$ cat src/rtl/core/bitmap_block_allocator_unit_defines.svh
// Assertion macros for the bitmap block allocator.
// Used by the top level; relies on clk_i and rst_ni in the including scope.
`ifndef BITMAP_BLOCK_ALLOCATOR_UNIT_DEFINES_SVH
`define BITMAP_BLOCK_ALLOCATOR_UNIT_DEFINES_SVH
// The consequent holds in the same cycle as the antecedent.
`define BBA_ASSERT_NOW(lbl, ante, cons, msg) \
  lbl: assert property (@(posedge clk_i) disable iff (!rst_ni) (ante) |-> (cons)) \
    else $error(msg);
// The consequent holds in the cycle after the antecedent.
`define BBA_ASSERT_NEXT(lbl, ante, cons, msg) \
  lbl: assert property (@(posedge clk_i) disable iff (!rst_ni) (ante) |=> (cons)) \
    else $error(msg);
`endif

$ cat src/rtl/core/bba_pkg.sv
// Package for the bitmap block allocator: constants, state enum and step structs.
// No dependencies.
package bba_pkg;
  localparam int NumBlocksDef = 4096;
  localparam int BlkW = 13;

  typedef enum logic [1:0] {
    ModeAlloc   = 2'd0,
    ModeFree    = 2'd1,
    ModeRelease = 2'd2,
    ModeReserve = 2'd3
  } mode_e;

  typedef enum logic [2:0] {
    StClear,
    StIdle,
    StAllocRd,
    StAllocScan,
    StRangeRd,
    StRangeWr,
    StDone
  } state_e;

  typedef struct packed {
    logic [7:0]      bits;
    logic [BlkW-1:0] pos0;
    logic [BlkW-1:0] run;
    logic [BlkW-1:0] rs;
    logic [BlkW-1:0] count;
    logic [BlkW-1:0] total;
  } scan_in_t;

  typedef struct packed {
    logic [BlkW-1:0] run;
    logic [BlkW-1:0] rs;
    logic            found;
    logic            last;
  } scan_out_t;
endpackage

$ cat src/rtl/core/bba_bitmap_mem.sv
// Bitmap word memory with one address port and registered read data.
// Depends on nothing but its parameters.
module bba_bitmap_mem #(
  parameter int Words = 128,
  parameter int AddrW = 7
) (
  input  logic             clk_i,
  input  logic [AddrW-1:0] addr_i,
  input  logic             we_i,
  input  logic [31:0]      wdata_i,
  output logic [31:0]      rdata_o
);
  logic [31:0] mem [Words];
  logic [31:0] rdata_q;

  always_ff @(posedge clk_i) begin
    if (we_i) begin
      mem[addr_i] <= wdata_i;
    end
    rdata_q <= mem[addr_i];
  end

  assign rdata_o = rdata_q;
endmodule

$ cat src/rtl/core/bba_scan_step.sv
// First-fit run search over eight bitmap bits in one step.
// Depends on bba_pkg.
module bba_scan_step
  import bba_pkg::*;
(
  input  scan_in_t  step_i,
  output scan_out_t step_o
);
  always_comb begin
    logic [BlkW:0]   p;
    logic [BlkW-1:0] run;
    logic [BlkW-1:0] rs;
    logic            found;
    run   = step_i.run;
    rs    = step_i.rs;
    found = 1'b0;
    for (int k = 0; k < 8; k++) begin
      p = {1'b0, step_i.pos0} + (BlkW+1)'(k);
      if (!found && p < {1'b0, step_i.total}) begin
        if (step_i.bits[k]) begin
          run = '0;
        end else begin
          if (run == '0) begin
            rs = p[BlkW-1:0];
          end
          run = run + 1'b1;
          if (run == step_i.count) begin
            found = 1'b1;
          end
        end
      end
    end
    step_o.run   = run;
    step_o.rs    = rs;
    step_o.found = found;
    step_o.last  = ({1'b0, step_i.pos0} + (BlkW+1)'(8)) >= {1'b0, step_i.total};
  end
endmodule

$ cat src/rtl/core/bitmap_block_allocator_unit.sv
// Top level of the bitmap block allocator: sequencer, counters and result register.
// Depends on bba_pkg, bba_bitmap_mem, bba_scan_step and the assertion macro header.
//
// Channel   Direction  Handshake
// in        input      in_valid_i / in_stall_o
// out       output     out_valid_o / out_stall_i
// cfg       input      cfg_we_i (write only)
//
// A request is taken only when the block is idle; one result follows per request.
// Allocate reads one bitmap word at a time (one read, then up to four byte steps),
// then marks the found run with a read and a write per touched word.
// Free, release and reserve read and write each touched word through the single memory port.
// After reset a clearing pass sets every word before requests are taken.
// A held result stalls the block until it is taken.
`include "bitmap_block_allocator_unit_defines.svh"
module bitmap_block_allocator_unit
  import bba_pkg::*;
#(
  parameter int MaxBlocks = NumBlocksDef
) (
  input  logic            clk_i,
  input  logic            rst_ni,
  input  logic            in_valid_i,
  output logic            in_stall_o,
  input  logic [1:0]      mode_i,
  input  logic [11:0]     start_block_i,
  input  logic [12:0]     block_count_i,
  output logic            out_valid_o,
  input  logic            out_stall_i,
  output logic            ok_o,
  output logic [11:0]     result_block_o,
  output logic [12:0]     used_count_o,
  input  logic            cfg_we_i,
  input  logic [12:0]     cfg_data_i
);
  localparam int Words = (MaxBlocks + 31) / 32;
  localparam int AddrW = (Words > 1) ? $clog2(Words) : 1;
  localparam logic [BlkW-1:0] ResetTotal =
    BlkW'((MaxBlocks < 4096) ? MaxBlocks : 4096);

  state_e state_q, state_d;
  logic [BlkW-1:0] total_q, used_q, used_d;
  logic [BlkW-1:0] blk_q, blk_d, run_q, run_d, rs_q, rs_d;
  logic [BlkW-1:0] lo_q, lo_d, hi_q, hi_d, cnt_q, cnt_d;
  logic [1:0]      bsel_q, bsel_d;
  logic            set_q, set_d, ok_q, ok_d;
  logic [11:0]     res_q, res_d;
  logic [AddrW-1:0] clr_q, clr_d;
  logic [AddrW-1:0] addr;
  logic            we;
  logic [31:0]     wdata, rdata, mask;
  scan_in_t        scan_in;
  scan_out_t       scan_out;
  logic [BlkW-1:0] cfg_t;

  bba_bitmap_mem #(.Words(Words), .AddrW(AddrW)) u_mem (
    .clk_i  (clk_i),
    .addr_i (addr),
    .we_i   (we),
    .wdata_i(wdata),
    .rdata_o(rdata)
  );

  assign scan_in.bits  = rdata[{bsel_q, 3'b000} +: 8];
  assign scan_in.pos0  = blk_q + BlkW'({bsel_q, 3'b000});
  assign scan_in.run   = run_q;
  assign scan_in.rs    = rs_q;
  assign scan_in.count = cnt_q;
  assign scan_in.total = total_q;

  bba_scan_step u_step (
    .step_i(scan_in),
    .step_o(scan_out)
  );

  always_comb begin
    logic [BlkW:0] b;
    for (int j = 0; j < 32; j++) begin
      b = {1'b0, blk_q} + (BlkW+1)'(j);
      mask[j] = (b >= {1'b0, lo_q}) && (b < {1'b0, hi_q});
    end
  end

  always_comb begin
    cfg_t = (cfg_data_i == '0) ? BlkW'(1) : cfg_data_i;
    if (32'(cfg_t) > MaxBlocks) begin
      cfg_t = BlkW'(MaxBlocks);
    end
  end

  always_ff @(posedge clk_i or negedge rst_ni) begin
    if (!rst_ni) begin
      state_q <= StClear;
      total_q <= ResetTotal;
      used_q  <= ResetTotal;
      clr_q   <= '0;
    end else begin
      state_q <= state_d;
      clr_q   <= clr_d;
      if (cfg_we_i) begin
        total_q <= cfg_t;
        used_q  <= (used_q > cfg_t) ? cfg_t : used_q;
      end else begin
        used_q  <= used_d;
      end
    end
  end

  always_ff @(posedge clk_i) begin
    blk_q  <= blk_d;
    run_q  <= run_d;
    rs_q   <= rs_d;
    lo_q   <= lo_d;
    hi_q   <= hi_d;
    cnt_q  <= cnt_d;
    bsel_q <= bsel_d;
    set_q  <= set_d;
    ok_q   <= ok_d;
    res_q  <= res_d;
  end

  always_comb begin
    logic [BlkW:0] sum;
    state_d = state_q;
    used_d  = used_q;
    blk_d   = blk_q;
    run_d   = run_q;
    rs_d    = rs_q;
    lo_d    = lo_q;
    hi_d    = hi_q;
    cnt_d   = cnt_q;
    bsel_d  = bsel_q;
    set_d   = set_q;
    ok_d    = ok_q;
    res_d   = res_q;
    clr_d   = clr_q;
    addr    = AddrW'(blk_q >> 5);
    we      = 1'b0;
    wdata   = set_q ? (rdata | mask) : (rdata & ~mask);
    sum     = {1'b0, used_q} + {1'b0, cnt_q};
    unique case (state_q)
      StClear: begin
        addr  = clr_q;
        we    = 1'b1;
        wdata = '1;
        clr_d = clr_q + 1'b1;
        if (32'(clr_q) == Words - 1) begin
          state_d = StIdle;
        end
      end
      StIdle: begin
        if (in_valid_i) begin
          cnt_d = block_count_i;
          ok_d  = 1'b0;
          res_d = '0;
          if (mode_i == ModeAlloc) begin
            if (block_count_i != '0 && block_count_i <= total_q - used_q) begin
              blk_d   = '0;
              run_d   = '0;
              rs_d    = '0;
              bsel_d  = '0;
              state_d = StAllocRd;
            end else begin
              state_d = StDone;
            end
          end else if ({1'b0, BlkW'(start_block_i)} + {1'b0, block_count_i}
                       <= {1'b0, total_q}) begin
            lo_d  = BlkW'(start_block_i);
            hi_d  = BlkW'(start_block_i) + block_count_i;
            blk_d = {1'b0, start_block_i[11:5], 5'b00000};
            set_d = (mode_i == ModeReserve);
            ok_d  = 1'b1;
            state_d = (block_count_i == '0) ? StDone : StRangeRd;
          end else begin
            state_d = StDone;
          end
        end
      end
      StAllocRd: begin
        state_d = StAllocScan;
      end
      StAllocScan: begin
        run_d  = scan_out.run;
        rs_d   = scan_out.rs;
        bsel_d = bsel_q + 1'b1;
        if (scan_out.found) begin
          lo_d    = scan_out.rs;
          hi_d    = scan_out.rs + cnt_q;
          blk_d   = {scan_out.rs[BlkW-1:5], 5'b00000};
          set_d   = 1'b1;
          ok_d    = 1'b1;
          res_d   = scan_out.rs[11:0];
          state_d = StRangeRd;
        end else if (scan_out.last) begin
          state_d = StDone;
        end else if (bsel_q == 2'd3) begin
          blk_d   = blk_q + BlkW'(32);
          state_d = StAllocRd;
        end
      end
      StRangeRd: begin
        state_d = StRangeWr;
      end
      StRangeWr: begin
        we    = 1'b1;
        blk_d = blk_q + BlkW'(32);
        if ({1'b0, blk_q} + (BlkW+1)'(32) >= {1'b0, hi_q}) begin
          if (set_q) begin
            used_d = (sum > {1'b0, total_q}) ? total_q : sum[BlkW-1:0];
          end else begin
            used_d = (cnt_q > used_q) ? '0 : used_q - cnt_q;
          end
          state_d = StDone;
        end else begin
          state_d = StRangeRd;
        end
      end
      StDone: begin
        if (!out_stall_i) begin
          state_d = StIdle;
        end
      end
      default: begin
        state_d = StIdle;
      end
    endcase
  end

  assign in_stall_o     = (state_q != StIdle);
  assign out_valid_o    = (state_q == StDone);
  assign ok_o           = ok_q;
  assign result_block_o = res_q;
  assign used_count_o   = used_q;

  `BBA_ASSERT_NOW(a_used_le_total, 1'b1, used_q <= total_q, "used count above total")
  `BBA_ASSERT_NOW(a_refused_zero, out_valid_o && !ok_o, result_block_o == '0, "refused with block")
  `BBA_ASSERT_NOW(a_ready_no_result, !in_stall_o, !out_valid_o, "ready with pending result")
  `BBA_ASSERT_NEXT(a_accept_busy, in_valid_i && !in_stall_o, in_stall_o, "not busy after request")
endmodule
$ cat config.mk
export PLATFORM = sky130hd
export DESIGN_NAME = bitmap_block_allocator_unit
export DESIGN_NICKNAME = d
export VERILOG_FILES = /design/src/rtl/core/bba_pkg.sv /design/src/rtl/core/bba_bitmap_mem.sv /design/src/rtl/core/bba_scan_step.sv /design/src/rtl/core/bitmap_block_allocator_unit.sv
export VERILOG_INCLUDE_DIRS = /design/src /design/src/rtl/core
export SDC_FILE = /design/constraint.sdc
export NUM_CORES = 2
export LEC_CHECK = 0
export BUFFER_PORTS_ARGS = -buffer_cell sky130_fd_sc_hd__buf_2
export CELL_PAD_IN_SITES_DETAIL_PLACEMENT = 0
export CELL_PAD_IN_SITES_GLOBAL_PLACEMENT = 1
export CORE_ASPECT_RATIO = 2
export CORE_MARGIN = 2
export CORE_UTILIZATION = 49
export CTS_CLUSTER_DIAMETER = 60
export DETAILED_ROUTE_END_ITERATION = 8
export PLACE_DENSITY_LB_ADDON = 0.1
export SLEW_MARGIN = 30
export SYNTH_ARGS = -nofsm -noshare
export SYNTH_HDL_FRONTEND = slang
export SYNTH_SLANG_ARGS = --single-unit
$ cat constraint.sdc
create_clock -name clk_i -period 13.2 [get_ports clk_i]
set_input_delay 0 -clock clk_i [delete_from_list [all_inputs] [get_ports clk_i]]
set_output_delay 0 -clock clk_i [all_outputs]
set_load 0.05 [all_outputs]
Word-level counts from Yosys, hierarchy flattened --
Memory sizes are Yosys's and may differ from the RTL's. A register that Yosys moved wholly into a read port is not among the register bits. Index checks and enable logic that the tools add are counted.
Storage, ports and cells: bits in read-only memories 0, input bits 45, register bits after elaboration 130, output and inout bits 28, memories 1, latch bits 0, RAM bits 4096, word-level logic and storage cells 390
Memory list:
- u_mem.mem | depth 128, bits a word 32, rd ports 1, clocked after memory_dff 1, write ports 1, line bba_bitmap_mem.sv:13 | logic [31:0] mem [Words];
Operators by class: reduce and logical (&&, ||, !) cells 72, equality and inequality tests 32, bitwise logic cells 3, order comparisons 80, divide/modulo/power cells 0, add/sub/neg operators 58, mux-type cells 129, multiply operators 0, shifts and indexed selects 1
Operators with widths (number):
- 13-bit 2-to-1 mux | 66
- 14-bit by 13-bit < comparator with 1-bit output | 38
- 14-bit by 13-bit >= comparator with 1-bit output | 33
- 13-bit by 5-bit adder with 14-bit output (second input constant) | 16
- 13-bit zero test | 10
- 13-bit by 4-bit adder with 14-bit output (second input constant) | 9
- 13-bit by 3-bit adder with 14-bit output (second input constant) | 8
- 13-bit by 1-bit adder with 13-bit output (second input constant) | 8
- 13-bit equality test | 8
- 13-bit case mux with 2 select lines | 4
- 32-bit 2-to-1 mux | 2
- 13-bit by 2-bit adder with 14-bit output (second input constant) | 4
- 1-bit logical AND | 40
- 13-bit case mux with 3 select lines | 1
- 1-bit 2-to-1 mux | 34
- 32-bit AND | 1
- 32-bit NOT | 1
- 32-bit bitwise OR | 1
- 32-bit by 6-bit variable part select with 8-bit output | 1
- 13-bit by 1-bit adder with 14-bit output (second input constant) | 2
- 13-bit > comparator | 2
- 13-bit < comparator | 2
- 13-bit subtractor | 2
- 12-bit 2-to-1 mux | 2
- other kinds (43) | 80

Longest topological paths before layout --
word-level depth 35, mapped depth 72, mapped depth without buffers 61

Cells and area by module --
From an unflattened synthesis, not the netlist that was laid out.
Second synthesis, totals: cells, all modules 12497, area, all modules 184054.0 um^2
By module, submodules not included:
- bba_bitmap_mem | seq. area each 123638.6 um^2, instances 1, cells each 8954, area each 157257.1 um^2
- bba_scan_step | seq. area each 0.0 um^2, instances 1, cells each 2024, area each 13774.5 um^2
- bitmap_block_allocator_unit | seq. area each 3575.9 um^2, instances 1, cells each 1519, area each 13022.5 um^2

Least setup slack after synthesis --
Ideal clock, no wire load.
kind register to register, from register blk_q[10], to register hi_q[12] (data pin), setup slack -0.629 ns, data required time 12.932 ns, period minus slack after synthesis 13.829 ns, data arrival time 13.561 ns, cell stages (with the launch flop) 70, path through edfxtp_1 > clkbuf_1 > clkbuf_1 > clkbuf_1 > ha_1 > and4_1 > nand4_1 > o211ai_1 > clkbuf_1 > buf_2 > nor3b_1 > a21oi_1 > inv_1 > ha_1 > and3_1 > o22ai_1 > o32ai_1 > nor4_1 > (+34 left out) > o21ai_0 > ha_1 > inv_1 > fa_1 > nor2b_1 > o21ai_0 > nand2b_1 > a21oi_1 > o21bai_1 > a21oi_1 > o21bai_1 > a21oi_1 > o21bai_1 > a21o_1 > a21oi_1 > xnor2_1 > xnor2_1 > o21ai_0
RTL lines:
- start, declared | line bitmap_block_allocator_unit.sv:43 | logic [BlkW-1:0] blk_q, blk_d, run_q, run_d, rs_q, rs_d;
- start signal, assigned | line bitmap_block_allocator_unit.sv:110 | blk_q <= blk_d;
- end signal, assigned | line bitmap_block_allocator_unit.sv:114 | hi_q <= hi_d;
- end, declared | line bitmap_block_allocator_unit.sv:44 | logic [BlkW-1:0] lo_q, lo_d, hi_q, hi_d, cnt_q, cnt_d;

==> flow_summary.json <==
{
  "vias": 114000,
  "timing_worst_slew_pin_value_ns": 1.12,
  "pwr-share-seq_pct": 31.6,
  "synth_xor_xnor_area_share_pct": 1.01,
  "synth-compound-area-share_pct": 15.2,
  "share_of_synthesized_flip_flops_with_an_asynchronous_set_or_reset_pct": 0.846,
  "hpwlAfterDp_um": 451000,
  "pwr_density_cell_nw_per_um2": 303,
  "synth_area_leaders": "sky130_fd_sc_hd__edfxtp_1, sky130_fd_sc_hd__a22oi_1, sky130_fd_sc_hd__a221oi_1",
  "reg2reg_slack_ns": 0.13,
  "wire_length_of_the_first_global_routing_pass_um": 925000,
  "clock_power_share_pct": 18.0,
  "die_height_um": 840,
  "synth-seq-cells": 4253,
  "clock-sinks": 4253,
  "critPathArrivalTime_ns": 13.77,
  "timing.hold.ws_ns": 0.0419,
  "skew_ns": 0.0636,
  "num_rows": 307,
  "ys_dominant_reg_cell": "sky130_fd_sc_hd__edfxtp_1",
  "post_synth.cell_area_avg_um2": 15.8,
  "number_of_nets_with_antenna_violations_after_detailed_routing": 0,
  "grt_util_all_layers_pct": 38.0,
  "fp.coreArea_um2": 349000,
  "fp.dieW_um": 422,
  "worstReg2RegEnd": "hi_q[12]",
  "design_power_total_mw": 60.8,
  "unique_masters_post_synth": 122,
  "dpl-instance-area_um2": 186000,
  "slowest_delay_ns": 0.73,
  "mappedNetlistArea_um2": 171000,
  "htreeDepth": 5,
  "hold_path_class": "input port to register",
  "first_iter_violations": 14500,
  "run_status": "completed",
  "dieArea_um2": 355000,
  "buffer_ports.inserted": 72,
  "total_leakage_power_nw": 65.0,
  "timing.fmax_mhz": 76.5,
  "finalSetupTns_ns": 0,
  "utilization_pct": 57.6,
  "place_worst_setup_slack_ns": -1.27,
  "cts_tree": "done",
  "yosysSeqAreaShare_pct": 74.2,
  "detail_route.vias_per_cell": 6.77,
  "power.switching_fraction_pct": 44.5,
  "cp_num_buf_inv": 16,
  "maxCapViolations": 0,
  "synthToLayoutAreaGrowth_pct": 17.3,
  "switchingPower_mw": 27.0,
  "final.period_utilization_pct": 99.0,
  "vdd_ir_drop_max_v": 0.000226,
  "rsz0062_at_grt": "yes",
  "floorplan.initialDensity_pct": 49.1,
  "wirelength_um": 687000,
  "maximum_number_of_pins_on_one_net_before_global_route_repair": 89,
  "netlist.area_leader.share_pct": 73.3,
  "largest_fanout_on_the_critical_path": 6,
  "start_to_end_type_of_the_worst_setup_path": "register to register",
  "synthCells": 10800,
  "cts-root-buf": "sky130_fd_sc_hd__clkbuf_16",
  "startpoint": "total_q[12]",
  "drive_above_1_share_pct": 19.7,
  "worstSetupEndpointType": "register",
  "initial_antenna_violation_count": 49,
  "worst_ep_required_time_ns": 13.91,
  "layout_min_cycle_time_ns": 13.07,
  "worst_hold_path.endpoint": "lo_q[8]",
  "routabilityCongestion": 0.971,
  "dr.pass1.iters": 6,
  "fillers": 27300,
  "synth_simple_gate_area_share_pct": 5.09,
  "cpLargestDelayFamily": "compound AO/OA/AOI/OAI gates",
  "worstSkewPairLatency_ns": 0.97,
  "synth_edf_count": 4185,
  "worst-r2r-cell-count": 67,
  "pwr-share-comb_pct": 50.4,
  "fin_nets": 12200,
  "dominant_combinational_cell_family_by_area_after_synthesis": "compound AO/OA/AOI/OAI gates",
  "synth_fa_ha_area_share_pct": 1.85,
  "drt-wirelength-per-cell_um": 40.6,
  "clk_transition_reported_paths_ns": 0.07,
  "cts_made_buffers": 369,
  "drc_violation_count_after_routing": 0,
  "setup_viol_count_final": 0,
  "final_cell_count_no_fill": 16900,
  "num_io_pins": 73,
  "worst_path_most_repeated_cell": "sky130_fd_sc_hd__buf_6",
  "finish.instance_area_um2": 201000,
  "first_global_vias": 111000,
  "report.final.slew_viol_count": 0,
  "multi_input_comb_area_um2": 43800,
  "yosys-mux-area-fraction_pct": 0.667,
  "globalRoute.totalOverflow": 0,
  "hold_viol_final": 0,
  "critical_path.slowest_cell": "sky130_fd_sc_hd__nor4_4",
  "start_kind": "register",
  "synth.net_count": 11100,
  "synth.largest_area_cell": "sky130_fd_sc_hd__edfxtp_1",
  "final.setup.worst_slack_ns": 0.132,
  "placed_cells": 16000,
  "p_int_mw": 33.8,
  "synth-warning-count": 0,
  "holdCritStartpoint": "start_block_i[8]",
  "worstReg2RegStart": "total_q[12]",
  "max_slew_margin_pct": 24.6,
  "max-clock-path-buffers": 4,
  "worst_hold_path.num_cells": 3,
  "sequential_cell_area_um2": 127000
}
-- how the worst max path moves through the flow --
stage               endpoint  cells after the start
floorplan           hi_q[12]                     68
global placement    hi_q[12]                     61
detailed placement  hi_q[11]                     61
CTS                 hi_q[12]                     66
global route        hi_q[12]                     64
finish              hi_q[12]                     67
-- kinds of logic after synthesis --
kind of cell / count (synthesis)
buffers and inverters: 884
adder cells (fa/ha/maj): 251
flip-flops: 4253
AO/OA/AOI/OAI: 3469
XOR/XNOR: 187
AND/OR/NAND/NOR: 1669
multiplexers: 108
-- layout by cell type, fill, tap and decap left out, types with 38 or more instances in the layout --
master and instances:
sky130_fd_sc_hd__clkinv_1 82, sky130_fd_sc_hd__o21bai_1 38, sky130_fd_sc_hd__buf_4 1185, sky130_fd_sc_hd__edfxtp_1 4185
sky130_fd_sc_hd__bufinv_16 39, sky130_fd_sc_hd__clkinv_2 70, sky130_fd_sc_hd__nor2_1 223, sky130_fd_sc_hd__dlygate4sd3_1 98
sky130_fd_sc_hd__a31oi_1 297, sky130_fd_sc_hd__and3_1 39, sky130_fd_sc_hd__nand2b_1 41, sky130_fd_sc_hd__o21ai_0 209
sky130_fd_sc_hd__clkbuf_16 379, sky130_fd_sc_hd__clkbuf_1 57, sky130_fd_sc_hd__nand4_1 297, sky130_fd_sc_hd__nor3_1 90
sky130_fd_sc_hd__nand2_1 269, sky130_fd_sc_hd__and2_1 47, sky130_fd_sc_hd__diode_2 108, sky130_fd_sc_hd__ha_1 239
sky130_fd_sc_hd__xor2_1 40, sky130_fd_sc_hd__inv_1 128, sky130_fd_sc_hd__nor2_4 136, sky130_fd_sc_hd__nor4_1 55
sky130_fd_sc_hd__a21o_1 102, sky130_fd_sc_hd__a21oi_1 260, sky130_fd_sc_hd__buf_2 71, sky130_fd_sc_hd__a22oi_1 1214
sky130_fd_sc_hd__a22o_1 441, sky130_fd_sc_hd__buf_12 41, sky130_fd_sc_hd__a221oi_1 443, sky130_fd_sc_hd__nor2b_1 42
sky130_fd_sc_hd__mux2i_1 69, sky130_fd_sc_hd__xnor2_1 130, sky130_fd_sc_hd__nand3_1 150
-- routing by layer --
metal | wire [µm] | vias up | GRT usage (%)
li1 | - | 47100 | -
met1 | 215000 | 59300 | 40.0
met4 | 82300 | 8 | 36.9
met3 | 48700 | 1721 | 5.12
met5 | 60 | - | 0
met2 | 341000 | 6355 | 64.8
-- synthesized netlist by cell type (77+ instances only) --
cell,number
sky130_fd_sc_hd__edfxtp_1,4185
sky130_fd_sc_hd__a22oi_1,1215
sky130_fd_sc_hd__clkbuf_1,560
sky130_fd_sc_hd__a221oi_1,447
sky130_fd_sc_hd__a22o_1,441
sky130_fd_sc_hd__nor2_1,366
sky130_fd_sc_hd__a31oi_1,336
sky130_fd_sc_hd__nand2_1,318
sky130_fd_sc_hd__nand4_1,297
sky130_fd_sc_hd__a21oi_1,285
sky130_fd_sc_hd__ha_1,246
sky130_fd_sc_hd__o21ai_0,225
sky130_fd_sc_hd__nand3_1,164
sky130_fd_sc_hd__buf_1,152
sky130_fd_sc_hd__xnor2_1,140
sky130_fd_sc_hd__inv_1,137
sky130_fd_sc_hd__nor3_1,103
sky130_fd_sc_hd__a21o_1,102
sky130_fd_sc_hd__nor4_1,81
sky130_fd_sc_hd__mux2i_1,77
-- area by class of cell --
class / count / area share (%)
clock inverter: 229 / 1.10
sequential: 4253 / 63.3
timing repair buffer: 1427 / 5.72
antenna: 108 / 0.134
clock buffer: 435 / 4.81
inverter: 144 / 0.274
tap: 4635 / 2.88
multi-input combinational: 5684 / 21.8
-- registers in the layout (all words and copies together) (netlist names), 12 cells and up --
register and flops:
cnt_q 13, hi_q 13, lo_q 13, result_block_o 12, rs_q 13, run_q 13
total_q 13, u_mem.mem 4096, u_mem.rdata_o 32, used_count_o 13
-- power groups by stage --
stage                     Clock [mW]  Sequential, mW  Combinational (mW)
after floorplan                    0            19.9                13.0
after global placement             0            19.5                28.8
after detailed placement           0            19.5                29.1
after CTS                       11.0            19.2                29.7
after global routing            11.5            19.2                31.4
final                           11.0            19.2                30.6
-- what timing repair did --
item	CTS	global route
endpoints found under the setup margin	66	54
hold endpoints to repair	177	0
setup buffers	17	24
gates cloned	0	1
pin swaps	43	73
hold buffers	99	0
gates resized for setup	123	94
-- worst min-delay path: stages --
cell and delay [ns]:
sky130_fd_sc_hd__dlygate4sd3_1 0.54, sky130_fd_sc_hd__buf_2 0.18, sky130_fd_sc_hd__a21o_1 0.16
(Power assumes the default switching activity.)
